**src/hw/rtl/cmfuv_pkg.sv**
```systemverilog
`timescale 1ns / 1ps
package cmfuv_pkg;

    localparam int COMPONENT_BITS = 16;
    localparam int FRACTION_BITS  = 16;
    localparam int FACE_BITS      = 3;
    localparam int COORD_BITS     = FRACTION_BITS + 1;
    localparam int NUM_BITS       = COMPONENT_BITS + 1;
    localparam int DIVIDEND_BITS  = NUM_BITS + FRACTION_BITS - 1;

    typedef logic signed [COMPONENT_BITS-1:0] t_comp;
    typedef logic signed [COMPONENT_BITS:0]   t_ext;
    typedef logic        [COMPONENT_BITS-1:0] t_mag;
    typedef logic        [COORD_BITS-1:0]     t_coord;
    typedef logic        [FACE_BITS-1:0]      t_face;

    localparam t_face FACE_POS_X = 3'd0;
    localparam t_face FACE_NEG_X = 3'd1;
    localparam t_face FACE_POS_Y = 3'd2;
    localparam t_face FACE_NEG_Y = 3'd3;
    localparam t_face FACE_POS_Z = 3'd4;
    localparam t_face FACE_NEG_Z = 3'd5;

    // Face selected, components projected onto it
    typedef struct packed {
        t_face face;
        logic  zero;
        t_mag  major;
        t_ext  uc;
        t_ext  vc;
    } t_sel;

    // Divider stage contents: partial remainders and dividend/quotient shifters
    typedef struct packed {
        t_face  face;
        logic   zero;
        t_mag   major;
        t_mag   rem_u;
        t_mag   rem_v;
        t_coord dq_u;
        t_coord dq_v;
    } t_div;

endpackage

```
**src/hw/rtl/cmfuv_if.sv**
```systemverilog
`timescale 1ns / 1ps
interface cmfuv_dir_if;
    import cmfuv_pkg::*;

    logic  valid;
    logic  ready;
    t_comp dir_x;
    t_comp dir_y;
    t_comp dir_z;

    modport source (output valid, output dir_x, output dir_y, output dir_z, input ready);
    modport sink (input valid, input dir_x, input dir_y, input dir_z, output ready);
endinterface

interface cmfuv_uv_if;
    import cmfuv_pkg::*;

    logic   valid;
    logic   ready;
    t_face  face;
    t_coord coord_u;
    t_coord coord_v;
    logic   zero_vector;

    modport source (
        output valid, output face, output coord_u, output coord_v, output zero_vector,
        input ready
    );
    modport sink (
        input valid, input face, input coord_u, input coord_v, input zero_vector,
        output ready
    );
endinterface

```
**src/hw/rtl/cmfuv_divider.sv**
```systemverilog
`timescale 1ns / 1ps
module cmfuv_divider (
    input  logic            i_clk,
    input  logic            i_rst_n,
    input  logic            i_valid,
    output logic            o_ready,
    input  cmfuv_pkg::t_div i_data,
    output logic            o_valid,
    input  logic            i_ready,
    output cmfuv_pkg::t_div o_data
);
    import cmfuv_pkg::*;

    // One restoring step: returns {new remainder, quotient bit}
    function automatic logic [COMPONENT_BITS:0] div_step(t_mag rem, logic in_bit, t_mag major);
        logic [COMPONENT_BITS:0] trial;
        logic [COMPONENT_BITS:0] diff;
        logic                    ge;
        trial = {rem, in_bit};
        diff  = trial - {1'b0, major};
        ge    = (trial >= {1'b0, major});
        return {(ge ? diff[COMPONENT_BITS-1:0] : trial[COMPONENT_BITS-1:0]), ge};
    endfunction

    t_div r_stage [COORD_BITS];
    logic r_valid [COORD_BITS];
    t_div n_stage [COORD_BITS];
    t_div w_src   [COORD_BITS];
    logic w_src_v [COORD_BITS];
    logic w_rdy   [COORD_BITS];

    genvar k;
    generate
        for (k = 0; k < COORD_BITS; k++) begin : g_step
            logic [COMPONENT_BITS:0] w_su;
            logic [COMPONENT_BITS:0] w_sv;

            if (k == 0) begin : g_first
                assign w_src[k]   = i_data;
                assign w_src_v[k] = i_valid;
            end else begin : g_next
                assign w_src[k]   = r_stage[k-1];
                assign w_src_v[k] = r_valid[k-1];
            end

            if (k == COORD_BITS - 1) begin : g_last
                assign w_rdy[k] = !r_valid[k] || i_ready;
            end else begin : g_mid
                assign w_rdy[k] = !r_valid[k] || w_rdy[k+1];
            end

            always_comb begin
                w_su = div_step(w_src[k].rem_u, w_src[k].dq_u[COORD_BITS-1], w_src[k].major);
                w_sv = div_step(w_src[k].rem_v, w_src[k].dq_v[COORD_BITS-1], w_src[k].major);
                n_stage[k]       = w_src[k];
                n_stage[k].rem_u = w_su[COMPONENT_BITS:1];
                n_stage[k].rem_v = w_sv[COMPONENT_BITS:1];
                n_stage[k].dq_u  = {w_src[k].dq_u[COORD_BITS-2:0], w_su[0]};
                n_stage[k].dq_v  = {w_src[k].dq_v[COORD_BITS-2:0], w_sv[0]};
            end

            always_ff @(posedge i_clk) begin
                if (!i_rst_n) begin
                    r_valid[k] <= 1'b0;
                end else if (w_rdy[k]) begin
                    r_valid[k] <= w_src_v[k];
                end
            end

            always_ff @(posedge i_clk) begin
                if (w_rdy[k] && w_src_v[k]) begin
                    r_stage[k] <= n_stage[k];
                end
            end
        end
    endgenerate

    assign o_ready = w_rdy[0];
    assign o_valid = r_valid[COORD_BITS-1];
    assign o_data  = r_stage[COORD_BITS-1];

endmodule

```
**src/hw/rtl/cube_map_face_uv_select_top.sv**
```systemverilog
`timescale 1ns / 1ps
// Cube-map face and texture coordinate select. Takes one direction transaction per
// clock unless stalled by the output, returning the face (0 +X .. 5 -Z) with u,v in
// unsigned Q1.16, ties going to Z, then Y, then X. One stage picks the major axis and
// projects, one forms the dividends, and a 17-stage restoring divider (one quotient
// bit per stage, u and v in parallel) produces the coordinates. Every stage has its
// own valid bit and collapses bubbles, so a stall on the output only holds the
// stages that are full. An all-zero vector returns face 5, u = v = 0 and zero_vector.
module cube_map_face_uv_select_top (
    input logic        i_clk,
    input logic        i_rst_n,
    cmfuv_dir_if.sink  i_dir,
    cmfuv_uv_if.source o_uv
);
    import cmfuv_pkg::*;

    t_sel r_s1;
    t_sel n_s1;
    logic r_v1;
    t_div r_s2;
    t_div n_s2;
    logic r_v2;
    logic w_rdy1;
    logic w_rdy2;
    logic w_div_rdy;
    logic w_div_v;
    t_div w_div_out;

    // Stage 1: magnitudes, major axis, projected components
    always_comb begin
        t_ext xe;
        t_ext ye;
        t_ext ze;
        t_ext xn;
        t_ext yn;
        t_ext zn;
        t_mag ax;
        t_mag ay;
        t_mag az;
        xe = t_ext'(i_dir.dir_x);
        ye = t_ext'(i_dir.dir_y);
        ze = t_ext'(i_dir.dir_z);
        xn = -xe;
        yn = -ye;
        zn = -ze;
        ax = xe[COMPONENT_BITS] ? xn[COMPONENT_BITS-1:0] : xe[COMPONENT_BITS-1:0];
        ay = ye[COMPONENT_BITS] ? yn[COMPONENT_BITS-1:0] : ye[COMPONENT_BITS-1:0];
        az = ze[COMPONENT_BITS] ? zn[COMPONENT_BITS-1:0] : ze[COMPONENT_BITS-1:0];
        n_s1.zero = (ax == '0) && (ay == '0) && (az == '0);
        priority if (az >= ax && az >= ay) begin
            n_s1.major = az;
            n_s1.vc    = ye;
            if (!ze[COMPONENT_BITS] && az != '0) begin
                n_s1.face = FACE_POS_Z;
                n_s1.uc   = xe;
            end else begin
                n_s1.face = FACE_NEG_Z;
                n_s1.uc   = xn;
            end
        end else if (ay >= ax) begin
            n_s1.major = ay;
            n_s1.uc    = xe;
            if (!ye[COMPONENT_BITS]) begin
                n_s1.face = FACE_POS_Y;
                n_s1.vc   = zn;
            end else begin
                n_s1.face = FACE_NEG_Y;
                n_s1.vc   = ze;
            end
        end else begin
            n_s1.major = ax;
            n_s1.vc    = ye;
            if (!xe[COMPONENT_BITS]) begin
                n_s1.face = FACE_POS_X;
                n_s1.uc   = zn;
            end else begin
                n_s1.face = FACE_NEG_X;
                n_s1.uc   = ze;
            end
        end
    end

    // Stage 2: shift (c + major) into dividend position and split off the top bits
    always_comb begin
        logic signed [COMPONENT_BITS+1:0] sum_u;
        logic signed [COMPONENT_BITS+1:0] sum_v;
        logic [DIVIDEND_BITS-1:0]         dvd_u;
        logic [DIVIDEND_BITS-1:0]         dvd_v;
        sum_u = {r_s1.uc[COMPONENT_BITS], r_s1.uc} + $signed({2'b00, r_s1.major});
        sum_v = {r_s1.vc[COMPONENT_BITS], r_s1.vc} + $signed({2'b00, r_s1.major});
        dvd_u = {sum_u[NUM_BITS-1:0], {(FRACTION_BITS-1){1'b0}}};
        dvd_v = {sum_v[NUM_BITS-1:0], {(FRACTION_BITS-1){1'b0}}};
        n_s2.face  = r_s1.face;
        n_s2.zero  = r_s1.zero;
        n_s2.major = r_s1.major;
        n_s2.rem_u = t_mag'(dvd_u[DIVIDEND_BITS-1:COORD_BITS]);
        n_s2.rem_v = t_mag'(dvd_v[DIVIDEND_BITS-1:COORD_BITS]);
        n_s2.dq_u  = dvd_u[COORD_BITS-1:0];
        n_s2.dq_v  = dvd_v[COORD_BITS-1:0];
    end

    assign w_rdy2      = !r_v2 || w_div_rdy;
    assign w_rdy1      = !r_v1 || w_rdy2;
    assign i_dir.ready = w_rdy1;

    always_ff @(posedge i_clk) begin
        if (!i_rst_n) begin
            r_v1 <= 1'b0;
            r_v2 <= 1'b0;
        end else begin
            if (w_rdy1) begin
                r_v1 <= i_dir.valid;
            end
            if (w_rdy2) begin
                r_v2 <= r_v1;
            end
        end
    end

    always_ff @(posedge i_clk) begin
        if (w_rdy1 && i_dir.valid) begin
            r_s1 <= n_s1;
        end
        if (w_rdy2 && r_v1) begin
            r_s2 <= n_s2;
        end
    end

    cmfuv_divider u_divider (
        .i_clk   (i_clk),
        .i_rst_n (i_rst_n),
        .i_valid (r_v2),
        .o_ready (w_div_rdy),
        .i_data  (r_s2),
        .o_valid (w_div_v),
        .i_ready (o_uv.ready),
        .o_data  (w_div_out)
    );

    // Zero vector: drop the quotient, report zero coordinates
    assign o_uv.valid       = w_div_v;
    assign o_uv.face        = w_div_out.face;
    assign o_uv.zero_vector = w_div_out.zero;
    assign o_uv.coord_u     = w_div_out.zero ? '0 : w_div_out.dq_u;
    assign o_uv.coord_v     = w_div_out.zero ? '0 : w_div_out.dq_v;

endmodule

```
**src/flat_wrapper.sv**
```systemverilog
// flat-port wrapper written by rule: the top's interface ports become plain ports
module cube_map_face_uv_select_top_flat import cmfuv_pkg::*;
  (i_clk, i_rst_n, i_dir_valid, i_dir_dir_x, i_dir_dir_y, i_dir_dir_z, i_dir_ready, o_uv_valid, o_uv_face, o_uv_coord_u, o_uv_coord_v, o_uv_zero_vector, o_uv_ready);
  cmfuv_dir_if i_dir_i ();
  cmfuv_uv_if o_uv_i ();
  input logic i_clk;
  input logic i_rst_n;
  input wire logic [$bits(i_dir_i.valid)-1:0] i_dir_valid;
  input wire logic [$bits(i_dir_i.dir_x)-1:0] i_dir_dir_x;
  input wire logic [$bits(i_dir_i.dir_y)-1:0] i_dir_dir_y;
  input wire logic [$bits(i_dir_i.dir_z)-1:0] i_dir_dir_z;
  output wire logic [$bits(i_dir_i.ready)-1:0] i_dir_ready;
  output wire logic [$bits(o_uv_i.valid)-1:0] o_uv_valid;
  output wire logic [$bits(o_uv_i.face)-1:0] o_uv_face;
  output wire logic [$bits(o_uv_i.coord_u)-1:0] o_uv_coord_u;
  output wire logic [$bits(o_uv_i.coord_v)-1:0] o_uv_coord_v;
  output wire logic [$bits(o_uv_i.zero_vector)-1:0] o_uv_zero_vector;
  input wire logic [$bits(o_uv_i.ready)-1:0] o_uv_ready;
  assign i_dir_i.valid = i_dir_valid;
  assign i_dir_i.dir_x = i_dir_dir_x;
  assign i_dir_i.dir_y = i_dir_dir_y;
  assign i_dir_i.dir_z = i_dir_dir_z;
  assign i_dir_ready = i_dir_i.ready;
  assign o_uv_valid = o_uv_i.valid;
  assign o_uv_face = o_uv_i.face;
  assign o_uv_coord_u = o_uv_i.coord_u;
  assign o_uv_coord_v = o_uv_i.coord_v;
  assign o_uv_zero_vector = o_uv_i.zero_vector;
  assign o_uv_i.ready = o_uv_ready;
  cube_map_face_uv_select_top u_core (.i_clk(i_clk), .i_rst_n(i_rst_n), .i_dir(i_dir_i), .o_uv(o_uv_i));
endmodule
```
**config.mk**
```make
export PLATFORM = sky130hd
export DESIGN_NAME = cube_map_face_uv_select_top_flat
export DESIGN_NICKNAME = d
export VERILOG_FILES = /design/src/hw/rtl/cmfuv_pkg.sv /design/src/hw/rtl/cmfuv_if.sv /design/src/hw/rtl/cmfuv_divider.sv /design/src/hw/rtl/cube_map_face_uv_select_top.sv /design/src/flat_wrapper.sv
export SDC_FILE = /design/constraint.sdc
export NUM_CORES = 2
export LEC_CHECK = 0
export BUFFER_PORTS_ARGS = -buffer_cell sky130_fd_sc_hd__buf_2
export CAP_MARGIN = 20
export CORE_UTILIZATION = 55
export DETAILED_ROUTE_END_ITERATION = 8
export PLACE_DENSITY_LB_ADDON = 0.12
export REMOVE_ABC_BUFFERS = 1
export SLEW_MARGIN = 10
export SYNTH_ARGS = -nofsm -noshare
export SYNTH_HDL_FRONTEND = slang
export SYNTH_SLANG_ARGS = --single-unit
```
**constraint.sdc**
```tcl
create_clock -name i_clk -period 16.6 [get_ports i_clk]
set_input_delay 1.66 -clock i_clk [delete_from_list [all_inputs] [get_ports i_clk]]
set_output_delay 1.66 -clock i_clk [all_outputs]
set_load 0.005 [all_outputs]
```
# Yosys cells after proc, flatten, opt, wreduce, memory -nomap -nowiden
# Memory sizes are Yosys's and may differ from the RTL's.
# Index checks and enable logic that the tools add are counted.
classes:
  n_addsub: 39
  n_mul: 0
  div_mod_pow: 0
  order_cmp: 37
  eq_ne: 0
  shifts: 0
  mux: 152
  bitwise_logic: 17
  n_reduce_logical: 66
op_table:
  columns: ["op", "n"]
  rows:
  - ["16-bit 2-to-1 mux", 37]
  - ["17-bit by 16-bit >= comparator with 1-bit output", 32]
  - ["16-bit subtractor", 34]
  - ["1-bit 2-to-1 mux", 106]
  - ["50-bit 2-to-1 mux", 2]
  - ["17-bit 2-to-1 mux", 5]
  - ["16-bit >= comparator", 5]
  - ["16-bit logical NOT", 3]
  - ["17-bit adder", 2]
  - ["16-bit negator with 17-bit output", 2]
  - ["1-bit logical AND", 23]
  - ["1-bit logical NOT", 20]
  - ["1-bit logical OR", 19]
  - ["1-bit OR", 17]
  - ["16-bit negator", 1]
  - ["16-bit nonzero test", 1]
  - ["3-bit 2-to-1 mux", 2]
totals:
  register_bits: 110
  latch_bits: 0
  ram_bits: 1479
  rom_bits: 0
  input_bits: 52
  out_inout_bits: 40
  elab_cells: 327
  memories: 2
memory_table:
  columns: ["name", "depth", "word_bits", "rd", "rd_ports_with_merged_regs", "wr", "line_no", "source"]
  rows:
  - ["u_core.u_divider.r_stage", 17, 86, 17, 0, 17, "cmfuv_divider.sv:25", "t_div r_stage [COORD_BITS];"]
  - ["u_core.u_divider.r_valid", 17, 1, 17, 0, 17, "cmfuv_divider.sv:26", "logic r_valid [COORD_BITS];"]

# Logic depth before layout (Yosys ltp)
# An unclocked memory read counts as a cell.
depth:
  ltp_word: 23
  ltp_mapped: 18
  mapped_depth_nobuf: 17

# Modules after synthesis
# From an unflattened synthesis, not the netlist that was laid out.
hier_totals:
  hier_cells: 7256
  hier_area_um2: 87855.5
by_module_without_submodules:
  columns: ["mod", "instances", "cells_per_inst", "area_per_inst_um2", "seq_area_each_um2"]
  rows:
  - ["cmfuv_divider", 1, 6308, 78708.0, 44402.6]
  - ["cube_map_face_uv_select_top", 1, 948, 9147.5, 3283.1]

# Least setup slack after synthesis
# No wires, ideal clock.
synth_timing:
  path_type: "in2reg"
  from: "input port o_uv_ready"
  to: "memory u_core.u_divider.r_valid[13] (data pin)"
  setup_ns: 0.176
  arrival_ns: 8.315
  required_time_ns: 16.424
  slack_ns: 8.110
  path_stages: 4
  n_path_buf: 0
  cell_sequence: "nor2b_1 and3_1 a21boi_0 and2_1"
synth_rtl:
  columns: ["element", "line_no", "source"]
  rows:
  - ["start: declaration", "flat_wrapper.sv:18", "input wire logic [$bits(o_uv_i.ready)-1:0] o_uv_ready;"]
  - ["end: declaration", "cmfuv_divider.sv:26", null]

==> results.cfg <==
[timing]
fin_skew_ns = 0.0578
drv_slew = 0
tightestPinTransition_ns = 1.14
period_share = 0.366
fin_crit_ns = 6.07
slew_headroom = 0.235
fmax_mhz = 165
hold_viol = 0
finalSetupViolCount = 0
layout_setup_ws_ns = 10.53
rsz0062_at_grt = no
fin_tns_setup_ns = 0

[die]
start_util = 0.556
coreArea_sq_um = 132000
ios = 92
rows = 133
die_y_um = 367
die_w_um = 367
die_area_sq_um = 135000

[routing]
routed_via_density = 5.92
wirelength_um = 181000
first_pass_iters = 5
drc_errors = 0
routedWlPerCell_um = 21.5
drt_iter0_drc = 3802
ant_nets = 0
vias = 49800

[global_routing]
grt_use_met1 = 0.345
use_met3 = 0.0348
antenna_found_initial = 2
grt_max_degree = 71
groute.usage.overall = 0.266
top_usage_layer = met2
grt_overflow = 0
met2_usage = 0.462
grt_pass1_vias = 47900
grt_pass1_wl_um = 275000

[synth]
avgSynthCellArea_sq_um = 11.5
syn_area_sq_um = 73300
synth_seq_cells = 1271
syn_inst = 6392
ys_seq_area_frac = 0.520
synthFlopType = edfxtp_1
synth_top_family_by_area = compound AO/OA/AOI/OAI gates
synth_xor_area_frac = 0.0414
ys_async_sr_fraction = 0
synthSimpleGateAreaFrac = 0.102
synthMuxAreaShare = 0.0374
synth_edf_count = 1268
ys_warn_count = 0
synth-compound-area-share = 0.151
yosysUniqueCellTypes = 80
synthAdderAreaFrac = 0.116

[setup_path]
crit_buf_inv = 2
crit_family = simple AND/OR/NAND/NOR gates
path_class = in2reg
crit_fanout = 33
cp_slowest_cell = nor3_1
cp-end-kind = flop
cp_cell_sequence = buf_2 > nor3_1 > nand4b_1 > or3_1 > or3_1 > nand2_1 > xor2_1 > ha_1 > a21o_1 > a21o_1 > a221oi_1 > nand2_1 > a21oi_2 > buf_4 > a211o_1 > o211ai_1
cpPeakStageDelay_ns = 0.58
crit_arrival_ns = 6.58
cp-start-kind = input pin
cp.required_ns = 17.11

[flow_run]
maxCapViolations = 0

[cells_and_area]
layout-drive-gt1-share = 0.102
regArea_sq_um = 38100
antennaDiodeCount = 0
multi_input_area_sq_um = 33300
fill_cells = 10600
nNetsFinal = 7263
area_growth_pct = 10.4

[status]
outcome = completed

[clocking]
ctsResizeCount = 0
numCtsBuffers = 136
clk_pin_slew_ns = 0.07
cts_setup_buffers = 0
tritoncts = yes
htreeDepth = 4
numClockSinks = 1271
clk_path_buf_depth = 3
clock_latency_ns = 0.80
root_buffer = clkbuf_16
hold_buffers = 0

[power_and_ir_drop]
power_mw = 7.64
ir_drop_mv = 0.0794
p_per_area_nw_per_um2 = 94.4
p_leak_nw = 31.5

[placed_design]
io_buffers = 91
post-place-ws_ns = 9.77
place.gp.congestion = 0.926
dp_hpwl_um = 140000

[hold_path]
hold_path.class = reg2reg
## through the flow
stage / utilization / cells / cell area [sq um] / hold WS [ns]
2_1_floorplan: - / 6283 / 72900 / 0.400
3_3_place_gp: 0.577 / 8160 / 76100 / 0.401
3_5_place_dp: 0.577 / 8161 / 76100 / 0.405
4_1_cts: 0.613 / 8408 / 80900 / 0.398
5_1_grt: 0.613 / 8414 / 80900 / 0.415
6_report: 0.613 / 8414 / 80900 / 0.405
## layout make-up
class                           instances  area share
Clock buffer                          160      0.0435
Clock inverter                         87      0.0146
Inverter                              498      0.0231
Multi-Input combinational cell       4514       0.411
Sequential cell                      1271       0.471
Tap cell                             1755      0.0271
Timing Repair Buffer                  129     0.00966
## Yosys cell counts (22+ instances only)
master | instances | area, sq um
a211oi_1 | 76 | 571
a21boi_0 | 38 | 285
a21o_1 | 154 | 1160
a21oi_1 | 460 | 2300
a31o_2 | 27 | 236
a31oi_1 | 39 | 244
and2_1 | 46 | 288
clkbuf_1 | 79 | 297
edfxtp_1 | 1268 | 38100
fa_1 | 34 | 681
ha_1 | 627 | 7850
inv_1 | 487 | 1830
mux2_2 | 224 | 2520
mux2i_1 | 22 | 220
nand2_1 | 278 | 1040
nand2b_1 | 63 | 394
nand3_1 | 67 | 335
nand4_1 | 105 | 657
nor2_1 | 532 | 2000
nor2b_1 | 139 | 870
nor3_1 | 134 | 671
o211a_1 | 26 | 260
o21a_1 | 164 | 1230
o21ai_0 | 373 | 1870
o21bai_1 | 30 | 225
o31a_1 | 86 | 753
o31ai_1 | 63 | 473
o41ai_1 | 31 | 272
or2_2 | 38 | 238
or3_1 | 74 | 463
xnor2_1 | 223 | 1950
xor2_1 | 124 | 1090
## per-layer routing
layer  up-vias  share of wire
met3       275          0.043
li1      24300              -
met5         -       0.000072
met2      1214           0.49
met1     24000           0.43
met4         2          0.028
## cell usage in the layout, fill, tap and decap left out, types with 73 or more instances in the layout
| cell | instances |
|---|---|
| nor3_1 | 133 |
| a211oi_1 | 73 |
| clkbuf_16 | 136 |
| nand4_1 | 105 |
| mux2_2 | 224 |
| a21oi_1 | 457 |
| nand2_1 | 278 |
| nor2b_1 | 130 |
| buf_2 | 91 |
| o21ai_0 | 373 |
| xor2_1 | 124 |
| a21o_1 | 154 |
| xnor2_1 | 223 |
| ha_1 | 627 |
| edfxtp_1 | 1268 |
| o21a_1 | 164 |
| o31a_1 | 86 |
| or3_1 | 74 |
| inv_1 | 487 |
| nor2_1 | 532 |
## path summary, 6_finish.rpt
path,from,to,slack (ns),cells after the start
setup reg to reg,u_core.r_s2[66],u_core.u_divider.r_stage[0][34],12.31,10
hold reg to reg,u_core.u_divider.r_stage[0][83],u_core.u_divider.r_stage[0][169],0.41,0
hold / removal,u_core.u_divider.r_stage[0][83],u_core.u_divider.r_stage[0][169],0.41,0
setup / recovery,i_dir_dir_x[3],u_core.r_s1[32],10.53,16
## cell families after synthesis
family	after synthesis
compound gates	1716
xor+xnor	347
fa+ha+maj	661
buf+inv	607
flops	1271
mux	246
simple gates	1544
## sequential cells by signal, summed over array words and instances, names as in the netlist
register                  count
u_core.r_s2                  54
u_core.u_divider.r_stage   1144
u_core.u_divider.r_valid     17
u_core.r_s1                  34
u_core.n_s2                  20
u_core.r_v2                   1
u_core.r_v1                   1
## where the power goes
part           switching, mW  total, mW  leakage (nW)  internal, mW
sequential            0.0734       3.69          11.6          3.61
combinational          0.483      0.826          17.6         0.343
clock                   1.32       3.13          2.24          1.81
Note: power is estimated with default switching activity, not from simulation.
